## config.mk

```make
export PLATFORM = sky130hd
export DESIGN_NAME = mac_frame_checksum_parser
export DESIGN_NICKNAME = d
export VERILOG_FILES = /design/src/hdl/mfcp_pkg.sv /design/src/hdl/mfcp_front.sv /design/src/hdl/mfcp_queue.sv /design/src/hdl/mfcp_back.sv /design/src/hdl/mac_frame_checksum_parser.sv
export SDC_FILE = /design/constraint.sdc
export NUM_CORES = 1
export LEC_CHECK = 0
export BUFFER_PORTS_ARGS = -buffer_cell sky130_fd_sc_hd__buf_2
export CORE_UTILIZATION = 40
export DETAILED_ROUTE_END_ITERATION = 6
export PLACE_DENSITY_LB_ADDON = 0.25
export SLEW_MARGIN = 20
export SYNTH_ARGS = -nofsm -noshare
export SYNTH_HDL_FRONTEND = slang
export SYNTH_SLANG_ARGS = --single-unit
```

## constraint.sdc

```tcl
create_clock -name clk_i -period 3.6 [get_ports clk_i]
set_input_delay 0.72 -clock clk_i [delete_from_list [all_inputs] [get_ports clk_i]]
set_output_delay 0.72 -clock clk_i [all_outputs]
set_load 0.02 [all_outputs]
```

## src/hdl/mfcp_pkg.sv

```systemverilog
`timescale 1ns / 1ps
`default_nettype none

package mfcp_pkg;

  localparam int unsigned POS_W           = 11;
  localparam logic [POS_W-1:0] POS_MAX    = {POS_W{1'b1}};
  localparam int unsigned MAX_FRAME_BYTES = 1024;
  localparam int unsigned QUEUE_DEPTH     = 4;

  localparam logic KIND_PAYLOAD = 1'b0;
  localparam logic KIND_SUMMARY = 1'b1;

  typedef enum logic [1:0] {
    ST_GOOD    = 2'd0,
    ST_BAD_SUM = 2'd1,
    ST_SHORT   = 2'd2
  } status_e;

  typedef struct packed {
    logic       has_pay;
    logic [7:0] pay;
    logic       has_sum;
    logic [7:0] hdr;
    logic [7:0] len;
    status_e    status;
  } cmd_t;

endpackage

`default_nettype wire

```

## src/hdl/mfcp_front.sv

```systemverilog
`timescale 1ns / 1ps
`default_nettype none

module mfcp_front
  import mfcp_pkg::*;
#(
  parameter int unsigned MaxFrameBytes = MAX_FRAME_BYTES
) (
  input  wire logic       clk_i,
  input  wire logic       rst_ni,
  input  wire logic       accept_i,
  input  wire logic [7:0] rx_byte_i,
  input  wire logic       end_of_frame_i,
  output cmd_t            cmd_o,
  output logic            cmd_push_o
);

  localparam logic [POS_W-1:0] MaxPos = POS_W'(MaxFrameBytes);

  logic [POS_W-1:0] pos_q, pos_d;
  logic [7:0]       sum_q, sum_d;
  logic [7:0]       held_q, held_d;
  logic             held_vld_q, held_vld_d;
  logic [7:0]       hdr_q, hdr_d;
  logic [7:0]       len_q, len_d;
  logic [POS_W:0]   total;
  logic [POS_W:0]   need;
  logic [POS_W:0]   pay_end;

  always_comb begin
    pos_d      = pos_q;
    sum_d      = sum_q;
    held_d     = held_q;
    held_vld_d = held_vld_q;
    hdr_d      = hdr_q;
    len_d      = len_q;
    cmd_o      = '0;
    cmd_push_o = 1'b0;
    total      = {1'b0, pos_q} + (POS_W+1)'(1);
    need       = (POS_W+1)'(4) + {{(POS_W-7){1'b0}}, len_q};
    pay_end    = (POS_W+1)'(3) + {{(POS_W-7){1'b0}}, len_q};
    if (accept_i) begin
      cmd_o.has_pay = held_vld_q;
      cmd_o.pay     = held_q;
      held_vld_d    = 1'b0;
      held_d        = '0;
      if (end_of_frame_i) begin
        cmd_o.has_sum = 1'b1;
        cmd_o.hdr     = hdr_q;
        cmd_o.len     = len_q;
        if (total < need) begin
          cmd_o.status = ST_SHORT;
        end else if (pos_q >= MaxPos || rx_byte_i != sum_q) begin
          cmd_o.status = ST_BAD_SUM;
        end else begin
          cmd_o.status = ST_GOOD;
        end
        pos_d = '0;
        sum_d = '0;
        hdr_d = '0;
        len_d = '0;
      end else begin
        if (pos_q == POS_W'(0)) begin
          hdr_d = rx_byte_i;
        end
        if (pos_q == POS_W'(2)) begin
          len_d = rx_byte_i;
        end
        if (pos_q >= POS_W'(3) && {1'b0, pos_q} < pay_end) begin
          held_d     = rx_byte_i;
          held_vld_d = 1'b1;
        end
        sum_d = sum_q + rx_byte_i;
        if (pos_q != POS_MAX) begin
          pos_d = pos_q + POS_W'(1);
        end
      end
      cmd_push_o = cmd_o.has_pay | cmd_o.has_sum;
    end
  end

  always_ff @(posedge clk_i or negedge rst_ni) begin
    if (!rst_ni) begin
      pos_q      <= '0;
      sum_q      <= '0;
      held_q     <= '0;
      held_vld_q <= 1'b0;
      hdr_q      <= '0;
      len_q      <= '0;
    end else begin
      pos_q      <= pos_d;
      sum_q      <= sum_d;
      held_q     <= held_d;
      held_vld_q <= held_vld_d;
      hdr_q      <= hdr_d;
      len_q      <= len_d;
    end
  end

  held_after_header: assert property (@(posedge clk_i) disable iff (!rst_ni)
    held_vld_q |-> pos_q >= POS_W'(4))
    else $error("payload byte held before header complete");

  frame_end_clears: assert property (@(posedge clk_i) disable iff (!rst_ni)
    (accept_i && end_of_frame_i) |=> (pos_q == '0 && sum_q == '0 && !held_vld_q))
    else $error("frame state not cleared after check byte");

endmodule

`default_nettype wire

```

## src/hdl/mfcp_queue.sv

```systemverilog
`timescale 1ns / 1ps
`default_nettype none

module mfcp_queue
  import mfcp_pkg::*;
#(
  parameter int unsigned Depth = QUEUE_DEPTH
) (
  input  wire logic clk_i,
  input  wire logic rst_ni,
  input  wire logic push_i,
  input  cmd_t      data_i,
  output logic      full_o,
  input  wire logic pop_i,
  output cmd_t      data_o,
  output logic      empty_o
);

  localparam int unsigned PtrW = (Depth > 1) ? $clog2(Depth) : 1;
  localparam int unsigned CntW = $clog2(Depth + 1);
  localparam logic [PtrW-1:0] LastPtr = PtrW'(Depth - 1);

  cmd_t            mem_q [Depth];
  logic [PtrW-1:0] wr_q, wr_d;
  logic [PtrW-1:0] rd_q, rd_d;
  logic [CntW-1:0] cnt_q, cnt_d;
  logic            do_push;
  logic            do_pop;

  assign full_o  = (cnt_q == CntW'(Depth));
  assign empty_o = (cnt_q == '0);
  assign data_o  = mem_q[rd_q];
  assign do_push = push_i && !full_o;
  assign do_pop  = pop_i && !empty_o;

  always_comb begin
    wr_d  = wr_q;
    rd_d  = rd_q;
    cnt_d = cnt_q;
    if (do_push) begin
      wr_d = (wr_q == LastPtr) ? '0 : wr_q + PtrW'(1);
    end
    if (do_pop) begin
      rd_d = (rd_q == LastPtr) ? '0 : rd_q + PtrW'(1);
    end
    if (do_push && !do_pop) begin
      cnt_d = cnt_q + CntW'(1);
    end else if (do_pop && !do_push) begin
      cnt_d = cnt_q - CntW'(1);
    end
  end

  always_ff @(posedge clk_i) begin
    if (do_push) begin
      mem_q[wr_q] <= data_i;
    end
  end

  always_ff @(posedge clk_i or negedge rst_ni) begin
    if (!rst_ni) begin
      wr_q  <= '0;
      rd_q  <= '0;
      cnt_q <= '0;
    end else begin
      wr_q  <= wr_d;
      rd_q  <= rd_d;
      cnt_q <= cnt_d;
    end
  end

  count_bounded: assert property (@(posedge clk_i) disable iff (!rst_ni)
    cnt_q <= CntW'(Depth))
    else $error("queue count beyond depth");

  no_push_when_full: assert property (@(posedge clk_i) disable iff (!rst_ni)
    full_o |-> !push_i)
    else $error("word pushed into full queue");

endmodule

`default_nettype wire

```

## src/hdl/mfcp_back.sv

```systemverilog
`timescale 1ns / 1ps
`default_nettype none

module mfcp_back
  import mfcp_pkg::*;
(
  input  wire logic clk_i,
  input  wire logic rst_ni,
  input  cmd_t      cmd_i,
  input  wire logic cmd_empty_i,
  output logic      cmd_pop_o,
  output logic      empty_o,
  input  wire logic pop_i,
  output logic       result_kind_o,
  output logic [7:0] payload_byte_o,
  output logic [2:0] frame_type_o,
  output logic       more_fragment_o,
  output logic       more_sessions_o,
  output logic [2:0] node_address_o,
  output logic [7:0] payload_length_o,
  output logic [1:0] frame_status_o,
  output logic       frame_done_o
);

  cmd_t cur_q;
  logic cur_vld_q, cur_vld_d;
  logic pay_done_q, pay_done_d;
  logic show_sum;
  logic taken;
  logic finish;

  assign show_sum  = !cur_q.has_pay || pay_done_q;
  assign empty_o   = !cur_vld_q;
  assign taken     = pop_i && cur_vld_q;
  assign finish    = taken && (show_sum || !cur_q.has_sum);
  assign cmd_pop_o = !cmd_empty_i && (!cur_vld_q || finish);

  always_comb begin
    cur_vld_d  = cur_vld_q;
    pay_done_d = pay_done_q;
    if (taken && !show_sum) begin
      pay_done_d = 1'b1;
    end
    if (finish) begin
      cur_vld_d = 1'b0;
    end
    if (cmd_pop_o) begin
      cur_vld_d  = 1'b1;
      pay_done_d = 1'b0;
    end
  end

  always_ff @(posedge clk_i) begin
    if (cmd_pop_o) begin
      cur_q <= cmd_i;
    end
  end

  always_ff @(posedge clk_i or negedge rst_ni) begin
    if (!rst_ni) begin
      cur_vld_q  <= 1'b0;
      pay_done_q <= 1'b0;
    end else begin
      cur_vld_q  <= cur_vld_d;
      pay_done_q <= pay_done_d;
    end
  end

  always_comb begin
    result_kind_o    = show_sum ? KIND_SUMMARY : KIND_PAYLOAD;
    payload_byte_o   = show_sum ? 8'd0 : cur_q.pay;
    frame_type_o     = show_sum ? cur_q.hdr[7:5] : 3'd0;
    more_fragment_o  = show_sum ? cur_q.hdr[4] : 1'b0;
    more_sessions_o  = show_sum ? cur_q.hdr[3] : 1'b0;
    node_address_o   = show_sum ? cur_q.hdr[2:0] : 3'd0;
    payload_length_o = show_sum ? cur_q.len : 8'd0;
    frame_status_o   = show_sum ? cur_q.status : ST_GOOD;
    frame_done_o     = show_sum;
  end

  summary_follows_payload: assert property (@(posedge clk_i) disable iff (!rst_ni)
    (taken && !show_sum && cur_q.has_sum) |=> (cur_vld_q && show_sum))
    else $error("summary lost after payload word");

  word_has_content: assert property (@(posedge clk_i) disable iff (!rst_ni)
    cur_vld_q |-> (cur_q.has_pay || cur_q.has_sum))
    else $error("empty command word loaded");

endmodule

`default_nettype wire

```

## src/hdl/mac_frame_checksum_parser.sv

```systemverilog
`timescale 1ns / 1ps
`default_nettype none
// channel  | handshake        | words
// input    | push / full      | rx_byte_i, end_of_frame_i
// result   | empty / pop      | result_kind_o ... frame_done_o
//
// One input byte is taken per cycle while full is low. A summary word is registered
// in the command queue and then in the output stage before it is on the result ports;
// a payload byte waits for the next accepted byte of its frame, then takes that path.
// The check byte of a frame may yield two words (last payload byte, then summary);
// the output stage hands out one word per cycle while pop is high.
// A command queue of Depth entries parts the parser from the output stage, so
// input stalls only when that queue fills.
// Reset clears the frame state, the queue and the output stage at once.

module mac_frame_checksum_parser
  import mfcp_pkg::*;
#(
  parameter int unsigned MaxFrameBytes = MAX_FRAME_BYTES,
  parameter int unsigned Depth         = QUEUE_DEPTH
) (
  input  wire logic       clk_i,
  input  wire logic       rst_ni,
  input  wire logic       push,
  output logic            full,
  input  wire logic [7:0] rx_byte_i,
  input  wire logic       end_of_frame_i,
  output logic            empty,
  input  wire logic       pop,
  output logic            result_kind_o,
  output logic [7:0]      payload_byte_o,
  output logic [2:0]      frame_type_o,
  output logic            more_fragment_o,
  output logic            more_sessions_o,
  output logic [2:0]      node_address_o,
  output logic [7:0]      payload_length_o,
  output logic [1:0]      frame_status_o,
  output logic            frame_done_o
);

  cmd_t front_cmd;
  logic front_push;
  cmd_t queue_cmd;
  logic queue_empty;
  logic queue_pop;
  logic accept;

  assign accept = push && !full;

  mfcp_front #(
    .MaxFrameBytes(MaxFrameBytes)
  ) u_front (
    .clk_i         (clk_i),
    .rst_ni        (rst_ni),
    .accept_i      (accept),
    .rx_byte_i     (rx_byte_i),
    .end_of_frame_i(end_of_frame_i),
    .cmd_o         (front_cmd),
    .cmd_push_o    (front_push)
  );

  mfcp_queue #(
    .Depth(Depth)
  ) u_queue (
    .clk_i  (clk_i),
    .rst_ni (rst_ni),
    .push_i (front_push),
    .data_i (front_cmd),
    .full_o (full),
    .pop_i  (queue_pop),
    .data_o (queue_cmd),
    .empty_o(queue_empty)
  );

  mfcp_back u_back (
    .clk_i           (clk_i),
    .rst_ni          (rst_ni),
    .cmd_i           (queue_cmd),
    .cmd_empty_i     (queue_empty),
    .cmd_pop_o       (queue_pop),
    .empty_o         (empty),
    .pop_i           (pop),
    .result_kind_o   (result_kind_o),
    .payload_byte_o  (payload_byte_o),
    .frame_type_o    (frame_type_o),
    .more_fragment_o (more_fragment_o),
    .more_sessions_o (more_sessions_o),
    .node_address_o  (node_address_o),
    .payload_length_o(payload_length_o),
    .frame_status_o  (frame_status_o),
    .frame_done_o    (frame_done_o)
  );

endmodule

`default_nettype wire
```

==> flow_summary.toml <==
[status]
status = "completed"

[synthesis]
ys_ff_latch = 193
yosysMostFrequentCell = "edfxtp_1"
ys_seq_area_share_pct = 64.5
synth_area_um2 = 8570
ys_types = 53
synth_cells = 558
syn-num-nets = 607
synth_warnings = 0
synth_edf_count = 140
avgSynthCellArea_um2 = 15.4
synthFlopType = "edfxtp_1"
async_reset_ff_share_pct = 27.5
synth_area_leaders = "edfxtp_1 49%, dfrtp_1 15%, mux4_2 7.4%"
synth_top_cell_by_area = "edfxtp_1"
synth_top_area_share_pct = 49.1
netlist_top_cells_count = "140 x edfxtp_1, 53 x dfrtp_1, 43 x and2_1"

[global_routing]
grt_use_total_pct = 16.6
globalRoute.totalOverflow = 0
antenna_found_initial = 0
grt_max_degree = 32
grt_pass1_wl_um = 27300
grt_pass1_vias = 4938

[floorplanning]
die_w_um = 148
dieArea_um2 = 22000
fp-row-count = 53
die_h_um = 148
core_um2 = 21000
num_io_pins = 43
start_util_pct = 40.8

[finish]
diodes = 0
area_growth_pct = 13.3
drive_above_1_share_pct = 21.0
fillers = 1832
nets = 656

[clock_tree]
htreeDepth = 4
clk-insertion-delay-late_ns = 0.43
cts_buffers = 17
cts_resized = 0
cts_root_buffer = "clkbuf_16"
path_clk_slew_ns = 0.08
cts_buffer_depth = 2
postCtsSetupBuffers = 0
postCtsHoldBufs = 0
cts_num_sinks = 193
tritoncts = "yes"

[power]
p_comb_share_pct = 29.8
power_frac_seq_pct = 45.3
power.internal_mw = 5.08
sw_frac_of_total_pct = 33.4
p_clk_share_pct = 25.0
power.switching_mw = 2.55
peakVddDrop_mv = 0.332
p_per_area_nw_per_um2 = 786
p_leak_nw = 3.81

[timing]
relSlewSlack_pct = 32.6
hold_viol = 0
setup_viol = 0
fin_crit_sh_pct = 77.8
rsz0062_at_grt = "false"
slew_viol_final = 0
worst_slew_pin_slew_ns = 1.01
fin_crit_ns = 2.80
fin_worst_skew_ns = 0.0118
timing.final.ws_setup_ns = 0.800
setup_tns_ns = 0
max_freq_ghz = 0.357

[setup_path]
critPathMaxStageDelay_ns = 0.62
crit_slowest_cell = "a2111oi_4"
worstPathRequired_ns = 3.96
criticalPathCategory = "flip-flop to flip-flop"
rrSetupSlack_ns = 0.80
timing.reg2reg.worst_path_depth = 9
crit_path_start_kind = "flip-flop"
crit_family = "compound AO/OA/AOI/OAI gates"
cp_num_buf_inv = 0
worstReg2RegStart = "u_front.len_q[2]"
crit_arrival_ns = 3.16
cp_cell_sequence = "ha_1, and3_1, nand3_1, or2_2, ha_1, nand3_1, a211oi_1, a2111oi_4, a22o_1"
rr_endpoint = "u_front.held_q[5]"
crit_path_end_kind = "flip-flop"
path_max_fanout = 9

[detailed_routing]
drt_first_pass_iters = 4
wl_per_cell_um = 19.1
drc = 0
postRouteAntennaNets = 0
via_per_inst = 5.35
vias = 4788
drt_iter0_markers = 314
routed_wl_um = 17100

[placement]
place_hpwl_um = 11600
pre_cts_slack_ns = 0.840
io_buffers = 42
gp_congestion = 0.894

[worst_hold_path]
worstHoldPathType = "input port to asynchronous set/reset pin"

[run]
cap_violations = 0
-- kinds of logic after synthesis --
logic type,synth area share (%)
multiplexers,8.12
flip-flops,64.5
adder cells (fa/ha/maj),5.43
AO/OA/AOI/OAI,7.56
AND/OR/NAND/NOR,9.71
buffers and inverters,2.09
XOR/XNOR,2.56
-- stage by stage --
| step | cell area [µm²] | total power, mW | hold slack (ns) | utilization (%) | std cells |
|---|---|---|---|---|---|
| after floorplan | 8570 | 5.06 | 0.424 | - | 558 |
| after global placement | 9110 | 5.73 | 0.456 | 43.3 | 863 |
| after detailed placement | 9110 | 5.82 | 0.464 | 43.3 | 863 |
| after CTS | 9710 | 7.74 | 0.301 | 46.2 | 895 |
| after global routing | 9710 | 8.07 | 0.325 | 46.2 | 895 |
| final | 9710 | 7.63 | 0.289 | 46.2 | 895 |
-- sequential cells by signal, indices dropped and copies added, names as in the netlist --
signal and cells:
u_queue.mem_q 112, u_back.cur_q 28, u_front.pos_q 11, u_front.hdr_q 8, u_front.held_q 8, u_front.len_q 8
u_front.sum_q 8, u_queue.cnt_q 3, u_queue.rd_q 2, u_queue.wr_q 2, u_back.cur_vld_q 1, u_back.pay_done_q 1
u_front.held_vld_q 1
-- area by class of cell --
cell class | count | area (µm²) | share of cell area [%]
clock buffer | 17 | 425 | 4.38
clock inverter | 15 | 178 | 1.83
inverter | 13 | 48.8 | 0.502
multi-input combinational | 327 | 2870 | 29.6
sequential | 193 | 5530 | 57.0
tap | 275 | 344 | 3.54
timing repair buffer | 55 | 308 | 3.17
-- worst max-delay path by stage --
stage                     startpoint                 to  slack, ns  depth (start not counted)
floorplan                        pop   u_queue.cnt_q[1]     0.0008                          7
global placement    u_front.len_q[2]  u_front.held_q[1]       0.93                          9
detailed placement  u_front.len_q[2]  u_front.held_q[5]       0.84                          9
CTS                 u_front.len_q[2]  u_front.held_q[5]       0.81                          9
global route        u_front.len_q[2]  u_front.held_q[5]       0.69                          9
finish              u_front.len_q[2]  u_front.held_q[5]       0.80                          9
-- worst reg2reg max path, delay by kind of cell (launching register included) --
| family | cells | cell delay (ns) |
|---|---|---|
| AOI/OAI and AO/OA | 3 | 0.92 |
| adders and majority gates | 2 | 0.57 |
| DFF | 1 | 0.47 |
| and+or+nand+nor | 4 | 0.76 |
-- cells in the final DEF (no fill, tap or decap), types with 5 or more instances in the layout --
| cell | netlist | final |
|---|---|---|
| nand3_1 | 8 | 8 |
| a22o_1 | 26 | 26 |
| xnor2_1 | 17 | 17 |
| inv_8 | 0 | 8 |
| ha_1 | 34 | 34 |
| nor2_1 | 18 | 18 |
| edfxtp_1 | 140 | 140 |
| a21oi_1 | 11 | 10 |
| dfrtp_1 | 53 | 52 |
| inv_1 | 13 | 13 |
| o21ai_0 | 10 | 10 |
| clkbuf_16 | 0 | 17 |
| buf_2 | 8 | 42 |
| and3_1 | 24 | 24 |
| mux4_2 | 28 | 28 |
| nand2_1 | 28 | 28 |
| buf_4 | 1 | 13 |
| xor2_1 | 8 | 8 |
| and2_1 | 43 | 43 |
| a21o_1 | 5 | 5 |
| a32o_1 | 5 | 5 |
-- per-layer routing --
| layer | track usage, % | vias up | share of wire, % |
|---|---|---|---|
| li1 | - | 2230 | - |
| met1 | 22.7 | 2432 | 47 |
| met2 | 26.3 | 107 | 47 |
| met3 | 3.25 | 19 | 4.1 |
| met4 | 6.44 | 0 | 1.7 |
| met5 | 0 | - | 0 |
-- power by group through the flow --
stage	clock network [mW]	registers [mW]	logic, mW
6_report	1.91	3.45	2.27
5_1_grt	2.04	3.53	2.49
4_1_cts	1.95	3.47	2.32
3_5_place_dp	0	3.52	2.31
3_3_place_gp	0	3.48	2.25
2_1_floorplan	0	3.26	1.80
No activity file was read; power rests on OpenSTA's default activity.
